### src/sv/sorted_priority_queue_assert.svh
// Assertion macros for the sorted priority queue.
// Included by the top level; depends on nothing else.
`ifndef SORTED_PRIORITY_QUEUE_ASSERT_SVH
`define SORTED_PRIORITY_QUEUE_ASSERT_SVH

// Same-cycle implication, disabled while reset is asserted.
`define SPQ_ASSERT_IMPL(label, clk, rst_n, ante, cons) \
    label: assert property (@(posedge clk) disable iff (!rst_n) (ante) |-> (cons)) \
        else $error("sorted priority queue: same-cycle check failed");

// Next-cycle implication, disabled while reset is asserted.
`define SPQ_ASSERT_NEXT(label, clk, rst_n, ante, cons) \
    label: assert property (@(posedge clk) disable iff (!rst_n) (ante) |=> (cons)) \
        else $error("sorted priority queue: next-cycle check failed");

`endif

### src/sv/spq_pkg.sv
// Shared types and constants of the sorted priority queue.
// No dependencies; used by the interfaces, the cell and the top level.
package spq_pkg;

    localparam int DEPTH       = 16;
    localparam int CNT_W       = $clog2(DEPTH + 1);
    localparam int VALUE_W     = 32;
    localparam int PRIO_W      = 8;
    localparam int OUT_CNT_W   = 5;

    typedef enum logic {
        MODE_INSERT = 1'b0,
        MODE_REMOVE = 1'b1
    } t_mode;

    typedef enum logic [1:0] {
        ST_OK        = 2'd0,
        ST_FULL      = 2'd1,
        ST_NOT_FOUND = 2'd2
    } t_status;

    // Contents of one storage cell.
    typedef struct packed {
        logic                       used;
        logic        [PRIO_W-1:0]   prio;
        logic signed [VALUE_W-1:0]  value;
    } t_slot;

    // Command broadcast to every cell of the chain.
    typedef struct packed {
        t_mode                      mode;
        logic                       ins_en;
        logic                       rem_en;
        logic        [PRIO_W-1:0]   prio;
        logic signed [VALUE_W-1:0]  value;
    } t_cell_cmd;

endpackage

### src/sv/spq_if.sv
// Valid/ready channel interfaces of the sorted priority queue.
// Depends on spq_pkg.
interface spq_in_if;
    logic                               valid;
    logic                               ready;
    spq_pkg::t_mode                     mode;
    logic signed [spq_pkg::VALUE_W-1:0] value;
    logic        [spq_pkg::PRIO_W-1:0]  prio;

    modport source (output valid, output mode, output value, output prio, input ready);
    modport sink   (input valid, input mode, input value, input prio, output ready);
endinterface

interface spq_out_if;
    logic                                 valid;
    logic                                 ready;
    spq_pkg::t_status                     status;
    logic signed [spq_pkg::VALUE_W-1:0]   removed_value;
    logic        [spq_pkg::PRIO_W-1:0]    removed_prio;
    logic        [spq_pkg::OUT_CNT_W-1:0] entry_count;
    logic                                 is_empty;

    modport source (output valid, output status, output removed_value, output removed_prio,
                    output entry_count, output is_empty, input ready);
    modport sink   (input valid, input status, input removed_value, input removed_prio,
                    input entry_count, input is_empty, output ready);
endinterface

### src/sv/spq_cell.sv
// One storage cell of the sorted chain: holds an entry and trades with its neighbors.
// Depends on spq_pkg.
module spq_cell (
    input  logic               i_clk,
    input  logic               i_rst_n,
    input  spq_pkg::t_cell_cmd i_cmd,
    input  spq_pkg::t_slot     i_left,
    input  logic               i_left_keep,
    input  spq_pkg::t_slot     i_right,
    output spq_pkg::t_slot     o_slot,
    output logic               o_keep,
    output logic               o_hit
);

    spq_pkg::t_slot r_slot;
    spq_pkg::t_slot n_slot;

    // A cell keeps its entry when the entry's priority is below the command's priority, or equal to it on an insert.
    always_comb begin
        if (i_cmd.mode == spq_pkg::MODE_INSERT) begin
            o_keep = r_slot.used && (r_slot.prio <= i_cmd.prio);
        end else begin
            o_keep = r_slot.used && (r_slot.prio < i_cmd.prio);
        end
    end

    // First used cell that is not kept is the one a remove takes out.
    assign o_hit = r_slot.used && !o_keep && i_left_keep;

    always_comb begin
        n_slot = r_slot;
        if (i_cmd.ins_en && !o_keep) begin
            if (i_left_keep) begin
                n_slot.used  = 1'b1;
                n_slot.prio  = i_cmd.prio;
                n_slot.value = i_cmd.value;
            end else begin
                n_slot = i_left;
            end
        end else if (i_cmd.rem_en && !o_keep) begin
            n_slot = i_right;
        end
    end

    always_ff @(posedge i_clk) begin
        if (!i_rst_n) begin
            r_slot.used <= 1'b0;
        end else begin
            r_slot.used <= n_slot.used;
        end
        r_slot.prio  <= n_slot.prio;
        r_slot.value <= n_slot.value;
    end

    assign o_slot = r_slot;

endmodule

### src/sv/sorted_priority_queue.sv
// Sorted priority queue: a chain of DEPTH cells kept in ascending priority order.
// Throughput: one item per cycle unless stalled; every cell compares and shifts on accept.
// The result is registered and offered in the cycle after the item's transfer.
// The input is taken whenever the output register is empty or is being drained.
// Reset (synchronous, active low) marks every cell unused and clears the count and
// the output valid; entry payloads are not reset.
module sorted_priority_queue (
    input  logic        i_clk,
    input  logic        i_rst_n,
    spq_in_if.sink      i_in,
    spq_out_if.source   o_out
);

    localparam int DEPTH = spq_pkg::DEPTH;

    // Chain wiring: slot contents, keep flags and hit flags of every cell.
    spq_pkg::t_slot            w_slot [DEPTH];
    logic          [DEPTH-1:0] w_keep;
    logic          [DEPTH-1:0] w_hit;
    logic          [DEPTH-1:0] w_used;
    spq_pkg::t_cell_cmd        w_cmd;

    logic                        w_accept;
    logic                        w_full;
    logic                        w_found;
    spq_pkg::t_slot              w_removed;

    logic [spq_pkg::CNT_W-1:0]   r_count;
    logic [spq_pkg::CNT_W-1:0]   n_count;

    logic                                 r_out_valid;
    spq_pkg::t_status                     r_status;
    spq_pkg::t_status                     n_status;
    logic signed [spq_pkg::VALUE_W-1:0]   r_removed_value;
    logic        [spq_pkg::PRIO_W-1:0]    r_removed_prio;
    logic        [spq_pkg::OUT_CNT_W-1:0] r_entry_count;
    logic                                 r_is_empty;

    // A new item may enter whenever the result register is free or drains this cycle.
    assign i_in.ready = !r_out_valid || o_out.ready;
    assign w_accept   = i_in.valid && i_in.ready;

    // The used cells always form a packed prefix, so the last cell tells us the store is full.
    assign w_full = w_slot[DEPTH-1].used;

    // At most one cell can hit on a remove; OR the masked slots to pick it out.
    always_comb begin
        w_removed = '0;
        for (int k = 0; k < DEPTH; k++) begin
            w_removed = w_removed | (w_hit[k] ? w_slot[k] : '0);
        end
    end
    assign w_found = |w_hit;

    // Command to the chain. The compare mode is always driven so that the keep
    // and hit flags are valid in the cycle the item is offered.
    always_comb begin
        w_cmd.mode   = i_in.mode;
        w_cmd.prio   = i_in.prio;
        w_cmd.value  = i_in.value;
        w_cmd.ins_en = w_accept && (i_in.mode == spq_pkg::MODE_INSERT) && !w_full;
        w_cmd.rem_en = w_accept && (i_in.mode == spq_pkg::MODE_REMOVE) && w_found;
    end

    genvar g;
    generate
        for (g = 0; g < DEPTH; g++) begin : g_cell
            spq_pkg::t_slot w_left;
            spq_pkg::t_slot w_right;
            logic           w_left_keep;

            if (g == 0) begin : g_head
                // The head has no left neighbor; it behaves as if everything ahead is kept.
                assign w_left      = '0;
                assign w_left_keep = 1'b1;
            end else begin : g_body
                assign w_left      = w_slot[g-1];
                assign w_left_keep = w_keep[g-1];
            end

            if (g == DEPTH - 1) begin : g_tail
                // The tail pulls in an empty slot when the chain shifts toward the head.
                assign w_right = '0;
            end else begin : g_mid
                assign w_right = w_slot[g+1];
            end

            spq_cell u_cell (
                .i_clk       (i_clk),
                .i_rst_n     (i_rst_n),
                .i_cmd       (w_cmd),
                .i_left      (w_left),
                .i_left_keep (w_left_keep),
                .i_right     (w_right),
                .o_slot      (w_slot[g]),
                .o_keep      (w_keep[g]),
                .o_hit       (w_hit[g])
            );

            assign w_used[g] = w_slot[g].used;
        end
    endgenerate

    // Fill count and status of the item being accepted.
    always_comb begin
        n_count  = r_count;
        n_status = spq_pkg::ST_OK;
        if (i_in.mode == spq_pkg::MODE_INSERT) begin
            if (w_full) begin
                n_status = spq_pkg::ST_FULL;
            end else begin
                n_count = r_count + spq_pkg::CNT_W'(1);
            end
        end else begin
            if (!w_found) begin
                n_status = spq_pkg::ST_NOT_FOUND;
            end else begin
                n_count = r_count - spq_pkg::CNT_W'(1);
            end
        end
    end

    always_ff @(posedge i_clk) begin
        if (!i_rst_n) begin
            r_count     <= '0;
            r_out_valid <= 1'b0;
        end else begin
            if (w_accept) begin
                r_count     <= n_count;
                r_out_valid <= 1'b1;
            end else if (o_out.ready) begin
                r_out_valid <= 1'b0;
            end
        end
    end

    // Result payload; only a successful remove reports the entry taken out.
    always_ff @(posedge i_clk) begin
        if (w_accept) begin
            r_status      <= n_status;
            r_entry_count <= spq_pkg::OUT_CNT_W'(n_count);
            r_is_empty    <= (n_count == '0);
            if ((i_in.mode == spq_pkg::MODE_REMOVE) && w_found) begin
                r_removed_value <= w_removed.value;
                r_removed_prio  <= w_removed.prio;
            end else begin
                r_removed_value <= '0;
                r_removed_prio  <= '0;
            end
        end
    end

    assign o_out.valid         = r_out_valid;
    assign o_out.status        = r_status;
    assign o_out.removed_value = r_removed_value;
    assign o_out.removed_prio  = r_removed_prio;
    assign o_out.entry_count   = r_entry_count;
    assign o_out.is_empty      = r_is_empty;

`include "sorted_priority_queue_assert.svh"

    // The count register tracks the number of used cells.
    `SPQ_ASSERT_IMPL(a_count_matches, i_clk, i_rst_n, 1'b1, r_count == $countones(w_used))
    // Used cells form a packed prefix starting at the head.
    `SPQ_ASSERT_IMPL(a_used_prefix, i_clk, i_rst_n, 1'b1, (w_used & (w_used + 1'b1)) == '0)
    // A remove can never select more than one cell.
    `SPQ_ASSERT_IMPL(a_single_hit, i_clk, i_rst_n, w_cmd.rem_en, $onehot(w_hit))
    // An insert into a store with room grows the count by one.
    `SPQ_ASSERT_NEXT(a_insert_grows, i_clk, i_rst_n, w_cmd.ins_en,
                     r_count == $past(r_count) + 1'b1)

endmodule
### src/flat_wrapper.sv
// flat-port wrapper written by rule: the top's interface ports become plain ports
module sorted_priority_queue_flat 
  (i_clk, i_rst_n, i_in_valid, i_in_mode, i_in_value, i_in_prio, i_in_ready, o_out_valid, o_out_status, o_out_removed_value, o_out_removed_prio, o_out_entry_count, o_out_is_empty, o_out_ready);
  spq_in_if i_in_i ();
  spq_out_if o_out_i ();
  input  logic i_clk;
  input  logic i_rst_n;
  input wire logic [$bits(i_in_i.valid)-1:0] i_in_valid;
  input wire logic [$bits(i_in_i.mode)-1:0] i_in_mode;
  input wire logic [$bits(i_in_i.value)-1:0] i_in_value;
  input wire logic [$bits(i_in_i.prio)-1:0] i_in_prio;
  output wire logic [$bits(i_in_i.ready)-1:0] i_in_ready;
  output wire logic [$bits(o_out_i.valid)-1:0] o_out_valid;
  output wire logic [$bits(o_out_i.status)-1:0] o_out_status;
  output wire logic [$bits(o_out_i.removed_value)-1:0] o_out_removed_value;
  output wire logic [$bits(o_out_i.removed_prio)-1:0] o_out_removed_prio;
  output wire logic [$bits(o_out_i.entry_count)-1:0] o_out_entry_count;
  output wire logic [$bits(o_out_i.is_empty)-1:0] o_out_is_empty;
  input wire logic [$bits(o_out_i.ready)-1:0] o_out_ready;
  assign i_in_i.valid = i_in_valid;
  assign i_in_i.mode = i_in_mode;
  assign i_in_i.value = i_in_value;
  assign i_in_i.prio = i_in_prio;
  assign i_in_ready = i_in_i.ready;
  assign o_out_valid = o_out_i.valid;
  assign o_out_status = o_out_i.status;
  assign o_out_removed_value = o_out_i.removed_value;
  assign o_out_removed_prio = o_out_i.removed_prio;
  assign o_out_entry_count = o_out_i.entry_count;
  assign o_out_is_empty = o_out_i.is_empty;
  assign o_out_i.ready = o_out_ready;
  sorted_priority_queue u_core (.i_clk(i_clk), .i_rst_n(i_rst_n), .i_in(i_in_i), .o_out(o_out_i));
endmodule
### config.mk
export PLATFORM = sky130hd
export DESIGN_NAME = sorted_priority_queue_flat
export DESIGN_NICKNAME = d
export VERILOG_FILES = /design/src/sv/spq_pkg.sv /design/src/sv/spq_if.sv /design/src/sv/spq_cell.sv /design/src/sv/sorted_priority_queue.sv /design/src/flat_wrapper.sv
export VERILOG_INCLUDE_DIRS = /design/src /design/src/sv
export SDC_FILE = /design/constraint.sdc
export NUM_CORES = 2
export LEC_CHECK = 0
export BUFFER_PORTS_ARGS = -buffer_cell sky130_fd_sc_hd__buf_2
export CAP_MARGIN = 20
export CORE_MARGIN = 2
export CORE_UTILIZATION = 60
export DETAILED_ROUTE_END_ITERATION = 6
export PLACE_DENSITY = 0.77
export SYNTH_ARGS = -nofsm -noshare
export SYNTH_HDL_FRONTEND = slang
export SYNTH_SLANG_ARGS = --single-unit
export TNS_END_PERCENT = 1
### constraint.sdc
create_clock -name i_clk -period 9.5 [get_ports i_clk]
set_input_delay 2.85 -clock i_clk [delete_from_list [all_inputs] [get_ports i_clk]]
set_output_delay 2.85 -clock i_clk [all_outputs]
set_load 0.01 [all_outputs]
[After elaboration in Yosys (flattened, before gate mapping)]
Index checks and enable logic that the tools add are counted.
Widths: inputs -> output; s select.
Storage, ports and cells
  flip-flop bits (word level): 710
  output and inout bits: 50
Cells by class
  reduce and logical (&&, ||, !) cells: 139
  $add $sub $neg: 2
  muxes and demuxes: 87
  order comparisons: 32
  bitwise logic cells: 16
Operator list (count)
  $mux 41: 47
  $mux 40: 16
  $or 40x40->40: 15
  $le 8x8->1: 16
  $lt 8x8->1: 16
  $logic_and 1x1->1: 101
  $reduce_bool 2->1: 17
  $mux 1: 19
  $logic_not 1->1: 18
  $reduce_or 16->1: 1
  $mux 5: 3
  $add 5x1->5 const B: 1
  $logic_not 5->1: 1
  $sub 5x1->5 const B: 1
  $mux 2: 2
  $logic_or 1x1->1: 1
  $not 1->1: 1

[Logic depth before layout (Yosys ltp)]
  depth in word-level cells: 22
  gate-level depth with buffers: 16
  gate-level depth less buffers: 11

[By module]
Synthesis repeated with hierarchy kept, for this count alone.
Second synthesis, totals
  cells, all modules: 3325
  area total of the unflattened synthesis: 48227.5 µm²
Modules (own cells, without submodules)
  spq_cell: cells each 171, instances 16, area each 2670.1 µm², seq. area each 1221.2 µm²
  sorted_priority_queue: cells each 589, instances 1, area each 5506.5 µm², seq. area each 1561.5 µm²

[Worst setup path after synthesis]
Ideal clock, no wire load.
  path kind: input to register
  start point: input i_in_prio[7]
  end point: register u_core.g_cell[15].u_cell.r_slot (netlist bit u_core.g_cell[15].u_cell.o_slot[0]), enable pin
  stages on the path: 11
  setup slack: 0.650 ns
  buffers on the path: 1
  library setup time: 0.499 ns
  arrival: 8.352 ns
  path through: inv_1 > clkbuf_1 > ha_1 > a21oi_1 > o21ai_1 > a2111oi_2 > o21ai_2 > a2bb2o_2 > nor4_4 > a31oi_1 > a21boi_0
Between the ends
  cells in the longest elaborated chain, start to end: 10
  elaborated cells between the ends (all ways): 132
Ends and longest elaborated chain
  start, declared: line flat_wrapper.sv:11  | input wire logic [$bits(i_in_i.prio)-1:0] i_in_prio;
  $le 8x8->1 / $lt 8x8->1 (equally long branches): line spq_cell.sv:21, spq_cell.sv:23
  $logic_and 1x1->1 (on tied branches): line spq_cell.sv:21, spq_cell.sv:23
  $mux 1: line spq_cell.sv:20  | if (i_cmd.mode == spq_pkg::MODE_INSERT) begin
  $logic_not 1->1 (on tied branches): line spq_cell.sv:28, spq_cell.sv:32, spq_cell.sv:40
  $logic_and 1x1->1 (2 in series): line spq_cell.sv:28  | assign o_hit = r_slot.used && !o_keep && i_left_keep;
  $reduce_or 16->1: line sorted_priority_queue.sv:53  | assign w_found = |w_hit;
  $logic_and 1x1->1: line sorted_priority_queue.sv:62  | w_cmd.rem_en = w_accept && (i_in.mode == spq_pkg::MODE_REMOVE) && w_found;
  $logic_and 1x1->1: line spq_cell.sv:40  | end else if (i_cmd.rem_en && !o_keep) begin
  $reduce_bool 2->1 (no source line) (*)
  end, declared: line spq_cell.sv:15  | spq_pkg::t_slot r_slot;
Every way passes the cells marked *; elsewhere a longest branch is shown, timed or not.
A chain may end at the register's enable or synchronous reset.

[Worst setup path in the final report]
  start point: input i_in_prio[5]
  end point: register u_core.g_cell[2].u_cell.r_slot (netlist bit u_core.g_cell[2].u_cell.o_slot[2]), enable pin
Between the ends
  cells in the longest elaborated chain, start to end: 10
  elaborated cells between the ends (all ways): 132
Ends and longest elaborated chain (line)
  $le 8x8->1 / $lt 8x8->1 (equally long branches): spq_cell.sv:21, spq_cell.sv:23
  $logic_and 1x1->1 (on tied branches): spq_cell.sv:21, spq_cell.sv:23
  $mux 1: spq_cell.sv:20
  $logic_not 1->1 (on tied branches): spq_cell.sv:28, spq_cell.sv:32, spq_cell.sv:40
  $logic_and 1x1->1 (2 in series): spq_cell.sv:28
  $reduce_or 16->1: sorted_priority_queue.sv:53
  $logic_and 1x1->1: sorted_priority_queue.sv:62
  $logic_and 1x1->1: spq_cell.sv:40
  $reduce_bool 2->1 (no source line) (*)
  end, declared: spq_cell.sv:15
Marked as above.

==> metrics.txt <==
# TYPE chip_impl_metric gauge
chip_impl_metric{name="drt_drc_violations_left",unit=""} 2
chip_impl_metric{name="p_switching",unit="W"} 0.00268
chip_impl_metric{name="p_sw_share",unit="%"} 30.9
chip_impl_info{name="crit_top_cell",value="sky130_fd_sc_hd__buf_4"} 1
chip_impl_metric{name="numPortBuffers",unit=""} 94
chip_impl_metric{name="worst-endpoint-required",unit="ns"} 9.77
chip_impl_metric{name="ys_types",unit=""} 76
chip_impl_metric{name="timing.slew.headroom",unit="%"} 14.2
chip_impl_metric{name="slew_viol_final",unit=""} 0
chip_impl_metric{name="ys_async_sr_fraction",unit="%"} 0
chip_impl_info{name="root_buffer",value="sky130_fd_sc_hd__clkbuf_16"} 1
chip_impl_metric{name="post_route_hold_slack",unit="ns"} 0.511
chip_impl_metric{name="hold_path_depth",unit=""} 2
chip_impl_metric{name="drt_wl_total",unit="µm"} 154000
chip_impl_metric{name="power.combinational.fraction",unit="%"} 17.7
chip_impl_metric{name="crit_arrival",unit="ns"} 8.27
chip_impl_metric{name="critPathMaxStageDelay",unit="ns"} 1.02
chip_impl_metric{name="pwr-share-seq",unit="%"} 47.9
chip_impl_info{name="cts_tree",value="yes"} 1
chip_impl_info{name="setup_repair_after_global_routing_missed_its_margin",value="no"} 1
chip_impl_info{name="crit_path_start_kind",value="input pin"} 1
chip_impl_info{name="synth_top_cell_by_area",value="sky130_fd_sc_hd__edfxtp_1"} 1
chip_impl_metric{name="clock_tree.buffer_depth",unit=""} 3
chip_impl_metric{name="finalWorstPathRequiredPeriod",unit="ns"} 8.00
chip_impl_metric{name="synth_edf_count",unit=""} 688
chip_impl_metric{name="timing.reg2reg.worst_path_depth",unit=""} 10
chip_impl_metric{name="cts_resized",unit=""} 0
chip_impl_metric{name="layout.cells.non_filler",unit=""} 4826
chip_impl_info{name="crit_chain",value="buf_2 > inv_1 > buf_4 > ha_1 > a21oi_1 > o21ai_0 > a2111oi_2 > o21ai_4 > o22ai_1 > nor4_4 > a31oi_1 > nand2_1 > nor2_4 > buf_4"} 1
chip_impl_info{name="layout.cells.most_common_list",value="688 x sky130_fd_sc_hd__edfxtp_1, 656 x sky130_fd_sc_hd__nand2_1, 546 x sky130_fd_sc_hd__o21ai_0"} 1
chip_impl_metric{name="postSynthNetCount",unit=""} 4137
chip_impl_metric{name="areaGrowthSynthToFinish",unit="%"} 9.20
chip_impl_info{name="crit_slowest_cell",value="sky130_fd_sc_hd__nor2_4"} 1
chip_impl_metric{name="number_of_antenna_violations_at_the_first_check_in_global_routing",unit=""} 8
chip_impl_metric{name="finish.net_count",unit=""} 4057
chip_impl_metric{name="groute.usage.overall",unit="%"} 42.6
chip_impl_metric{name="clk_pin_slew",unit="ns"} 0.06
chip_impl_metric{name="synth.yosys.seq_area_share",unit="%"} 51.2
chip_impl_metric{name="clkPwrFrac",unit="%"} 34.4
chip_impl_metric{name="number_of_global_route_vias_before_repair",unit=""} 33400
chip_impl_metric{name="ys_seq_elements",unit=""} 710
chip_impl_metric{name="drt-pass1-iter-count",unit=""} 7
chip_impl_metric{name="max_freq",unit="GHz"} 0.125
chip_impl_metric{name="drive_above_1_share",unit="%"} 10.1
chip_impl_info{name="layout_commonest_cell",value="sky130_fd_sc_hd__edfxtp_1"} 1
chip_impl_info{name="criticalPathCategory",value="in -> reg"} 1
chip_impl_info{name="rr_endpoint",value="u_core.g_cell[2].u_cell.o_slot[2]$_DFFE_PP_"} 1
chip_impl_metric{name="cts.sink_count",unit=""} 710
chip_impl_metric{name="post-place-cells",unit=""} 4682
chip_impl_metric{name="crit_fanout",unit=""} 21
chip_impl_metric{name="fin_tns_setup",unit="ns"} 0
chip_impl_info{name="failed_checks",value="design-rule violations"} 1
chip_impl_metric{name="yosys.area.top_type_share",unit="%"} 50.2
chip_impl_metric{name="start_util",unit="%"} 60.4
chip_impl_metric{name="number_of_buffers_inserted_to_repair_setup_after_cts",unit=""} 0
chip_impl_metric{name="die_area",unit="µm²"} 70800
chip_impl_info{name="synthTopCellsByArea",value="sky130_fd_sc_hd__edfxtp_1 50%, sky130_fd_sc_hd__mux2i_1 12%, sky130_fd_sc_hd__o21ai_0 6.6%"} 1
chip_impl_metric{name="internal_power",unit="W"} 0.00598
chip_impl_metric{name="p_leak",unit="nW"} 17.8
chip_impl_metric{name="timing.final.setup_violations",unit=""} 0
chip_impl_metric{name="period_share",unit="%"} 84.2
chip_impl_info{name="worstReg2RegStart",value="u_core.g_cell[11].u_cell.o_slot[35]$_DFFE_PP_"} 1
chip_impl_metric{name="setup.reg_to_reg.worst_slack",unit="ns"} 3.95
chip_impl_metric{name="cts_h_tree_depth",unit=""} 3
chip_impl_metric{name="fillers",unit=""} 5269
chip_impl_metric{name="p_per_area",unit="nW/µm²"} 192
chip_impl_metric{name="vias",unit=""} 35500
chip_impl_metric{name="final_hold_viols",unit=""} 0
chip_impl_info{name="holdPathEnd",value="u_core.r_count[4]$_SDFFE_PN0P_"} 1
chip_impl_metric{name="core_outline_area",unit="µm²"} 68200
chip_impl_metric{name="hpwlAfterDp",unit="µm"} 88500
chip_impl_metric{name="number_of_clock_buffers_inserted_by_tritoncts",unit=""} 77
chip_impl_metric{name="syn-mean-instance-area",unit="µm²"} 10.4
chip_impl_info{name="worstHoldPathType",value="reg -> reg"} 1
chip_impl_info{name="status",value="finished, violations left"} 1
chip_impl_metric{name="avgViaCountPerCell",unit=""} 7.35
chip_impl_metric{name="io_pins",unit=""} 95
chip_impl_metric{name="ys_warn_count",unit=""} 0
chip_impl_info{name="dominantRegCellSynth",value="sky130_fd_sc_hd__edfxtp_1"} 1
chip_impl_metric{name="cts_hold_repair.buffers",unit=""} 0
chip_impl_metric{name="die_y",unit="µm"} 266
chip_impl_info{name="crit_path_end_kind",value="register"} 1
chip_impl_metric{name="grt_remaining_overflow",unit=""} 0
chip_impl_metric{name="fp.dieW",unit="µm"} 266
chip_impl_metric{name="synthesized_area",unit="µm²"} 41200
chip_impl_metric{name="post-layout-total-power",unit="W"} 0.00865
chip_impl_metric{name="vdd.ir_drop.worst",unit="V"} 0.000153
chip_impl_metric{name="finalWeightedCongestion",unit=""} 1.03
chip_impl_metric{name="fp-row-count",unit=""} 96
chip_impl_metric{name="antenna_violating_nets_left",unit=""} 0
chip_impl_metric{name="timing.max_cap.violations",unit=""} 0
chip_impl_metric{name="finClkSkew",unit="ns"} 0.0374
chip_impl_metric{name="drc_marker_count_from_the_first_detailed_route_iteration",unit=""} 6908
chip_impl_metric{name="insertion_delay",unit="ns"} 0.66
chip_impl_metric{name="worst_slew_pin_slew",unit="ns"} 1.29
chip_impl_metric{name="grt_pass1_wl",unit="µm"} 221000
chip_impl_metric{name="postSynthCellCount",unit=""} 3962
chip_impl_info{name="hold_path.startpoint",value="u_core.r_count[4]$_SDFFE_PN0P_"} 1
chip_impl_metric{name="detail_route.wl_per_cell",unit="µm"} 31.9
chip_impl_metric{name="grt_max_degree",unit=""} 81
-- area by class of cell --
class	count	area (µm²)	share of cell area (%)
Timing Repair Buffer	168	1110	2.47
Tap cell	882	1100	2.45
Multi-Input combinational cell	2885	19100	42.5
Inverter	40	150	0.334
Sequential cell	710	21100	46.9
Clock inverter	35	327	0.726
Antenna cell	5	12.5	0.0278
Clock buffer	101	2060	4.58
-- cell usage after synthesis, types with 5 or more instances --
cell type and count:
sky130_fd_sc_hd__edfxtp_1 688, sky130_fd_sc_hd__nand2_1 670, sky130_fd_sc_hd__o21ai_0 546, sky130_fd_sc_hd__mux2i_1 482
sky130_fd_sc_hd__clkbuf_1 278, sky130_fd_sc_hd__a21oi_1 229, sky130_fd_sc_hd__nor2_1 173, sky130_fd_sc_hd__a22oi_1 139
sky130_fd_sc_hd__ha_1 130, sky130_fd_sc_hd__a22o_1 55, sky130_fd_sc_hd__a221oi_1 53, sky130_fd_sc_hd__a31oi_1 45
sky130_fd_sc_hd__a222oi_1 40, sky130_fd_sc_hd__buf_1 39, sky130_fd_sc_hd__mux2_2 39, sky130_fd_sc_hd__inv_1 38
sky130_fd_sc_hd__nand3_1 33, sky130_fd_sc_hd__nand4_1 28, sky130_fd_sc_hd__dfxtp_1 22, sky130_fd_sc_hd__and3_1 21
sky130_fd_sc_hd__and4_1 19, sky130_fd_sc_hd__a211oi_1 18, sky130_fd_sc_hd__o211ai_1 14, sky130_fd_sc_hd__nor2b_1 13
sky130_fd_sc_hd__and2_1 11, sky130_fd_sc_hd__o21ai_1 11, sky130_fd_sc_hd__nand2b_1 9, sky130_fd_sc_hd__nor3_1 9
sky130_fd_sc_hd__o31ai_1 9, sky130_fd_sc_hd__a21o_1 7, sky130_fd_sc_hd__nor3b_1 6, sky130_fd_sc_hd__and4b_1 5
-- stage by stage --
step           util, %  area [µm²]  setup slack [ns]
2_1_floorplan        -       41200             0.650
4_1_cts           65.8       44900              1.84
3_3_place_gp      62.3       42500              1.28
3_5_place_dp      62.3       42500              1.13
5_1_grt           65.9       45000              1.34
6_report          65.9       45000              1.50
-- critical path: cells and delay by family --
family | cells | cell delay [ns]
buf+inv | 4 | 1.71
simple gates | 3 | 1.70
compound gates | 6 | 1.69
fa+ha+maj | 1 | 0.27
-- state kept, by name (all words and copies together), names as in the netlist --
name and count:
u_core.g_cell.u_cell.o_slot 656, u_core.o_out.entry_count 5, u_core.o_out.is_empty 1, u_core.o_out.removed_prio 8
u_core.o_out.removed_value 32, u_core.o_out.status 2, u_core.o_out.valid 1, u_core.r_count 5
-- logic make-up after synthesis --
group / share of synthesized area [%]
buffers and inverters: 3.44
multiplexers: 12.8
AND/OR/NAND/NOR: 10.7
AO/OA/AOI/OAI: 17.8
flip-flops: 51.2
XOR/XNOR: 0.0851
adder cells (fa/ha/maj): 3.95
-- metal layers --
metal	routed length, µm	track usage, %	vias up
met3	24700	13.6	644
li1	-	-	14800
met1	55300	56.8	16600
met5	28	0	-
met2	65300	61.5	3383
met4	8630	23.8	6
-- worst max path at each step --
stage | startpoint | to | cells past startpoint
floorplan | i_in_prio[7] | u_core.g_cell[15].u_cell.o_slot[0]$_SDFFCE_PN0P_ | 11
global placement | i_in_prio[5] | u_core.g_cell[2].u_cell.o_slot[7]$_DFFE_PP_ | 14
detailed placement | i_in_prio[5] | u_core.g_cell[2].u_cell.o_slot[6]$_DFFE_PP_ | 15
CTS | i_in_prio[5] | u_core.g_cell[2].u_cell.o_slot[1]$_DFFE_PP_ | 14
global route | i_in_prio[5] | u_core.g_cell[2].u_cell.o_slot[0]$_DFFE_PP_ | 14
finish | i_in_prio[5] | u_core.g_cell[2].u_cell.o_slot[2]$_DFFE_PP_ | 14
-- power groups by stage --
stage,clock [W],sequential (W),combinational [W]
floorplan,0,0.00405,0.000968
global placement,0,0.00417,0.00142
detailed placement,0,0.00417,0.00146
CTS,0.00296,0.00411,0.00147
global route,0.00308,0.00415,0.00162
finish,0.00298,0.00414,0.00154
(Power assumes the default switching activity.)
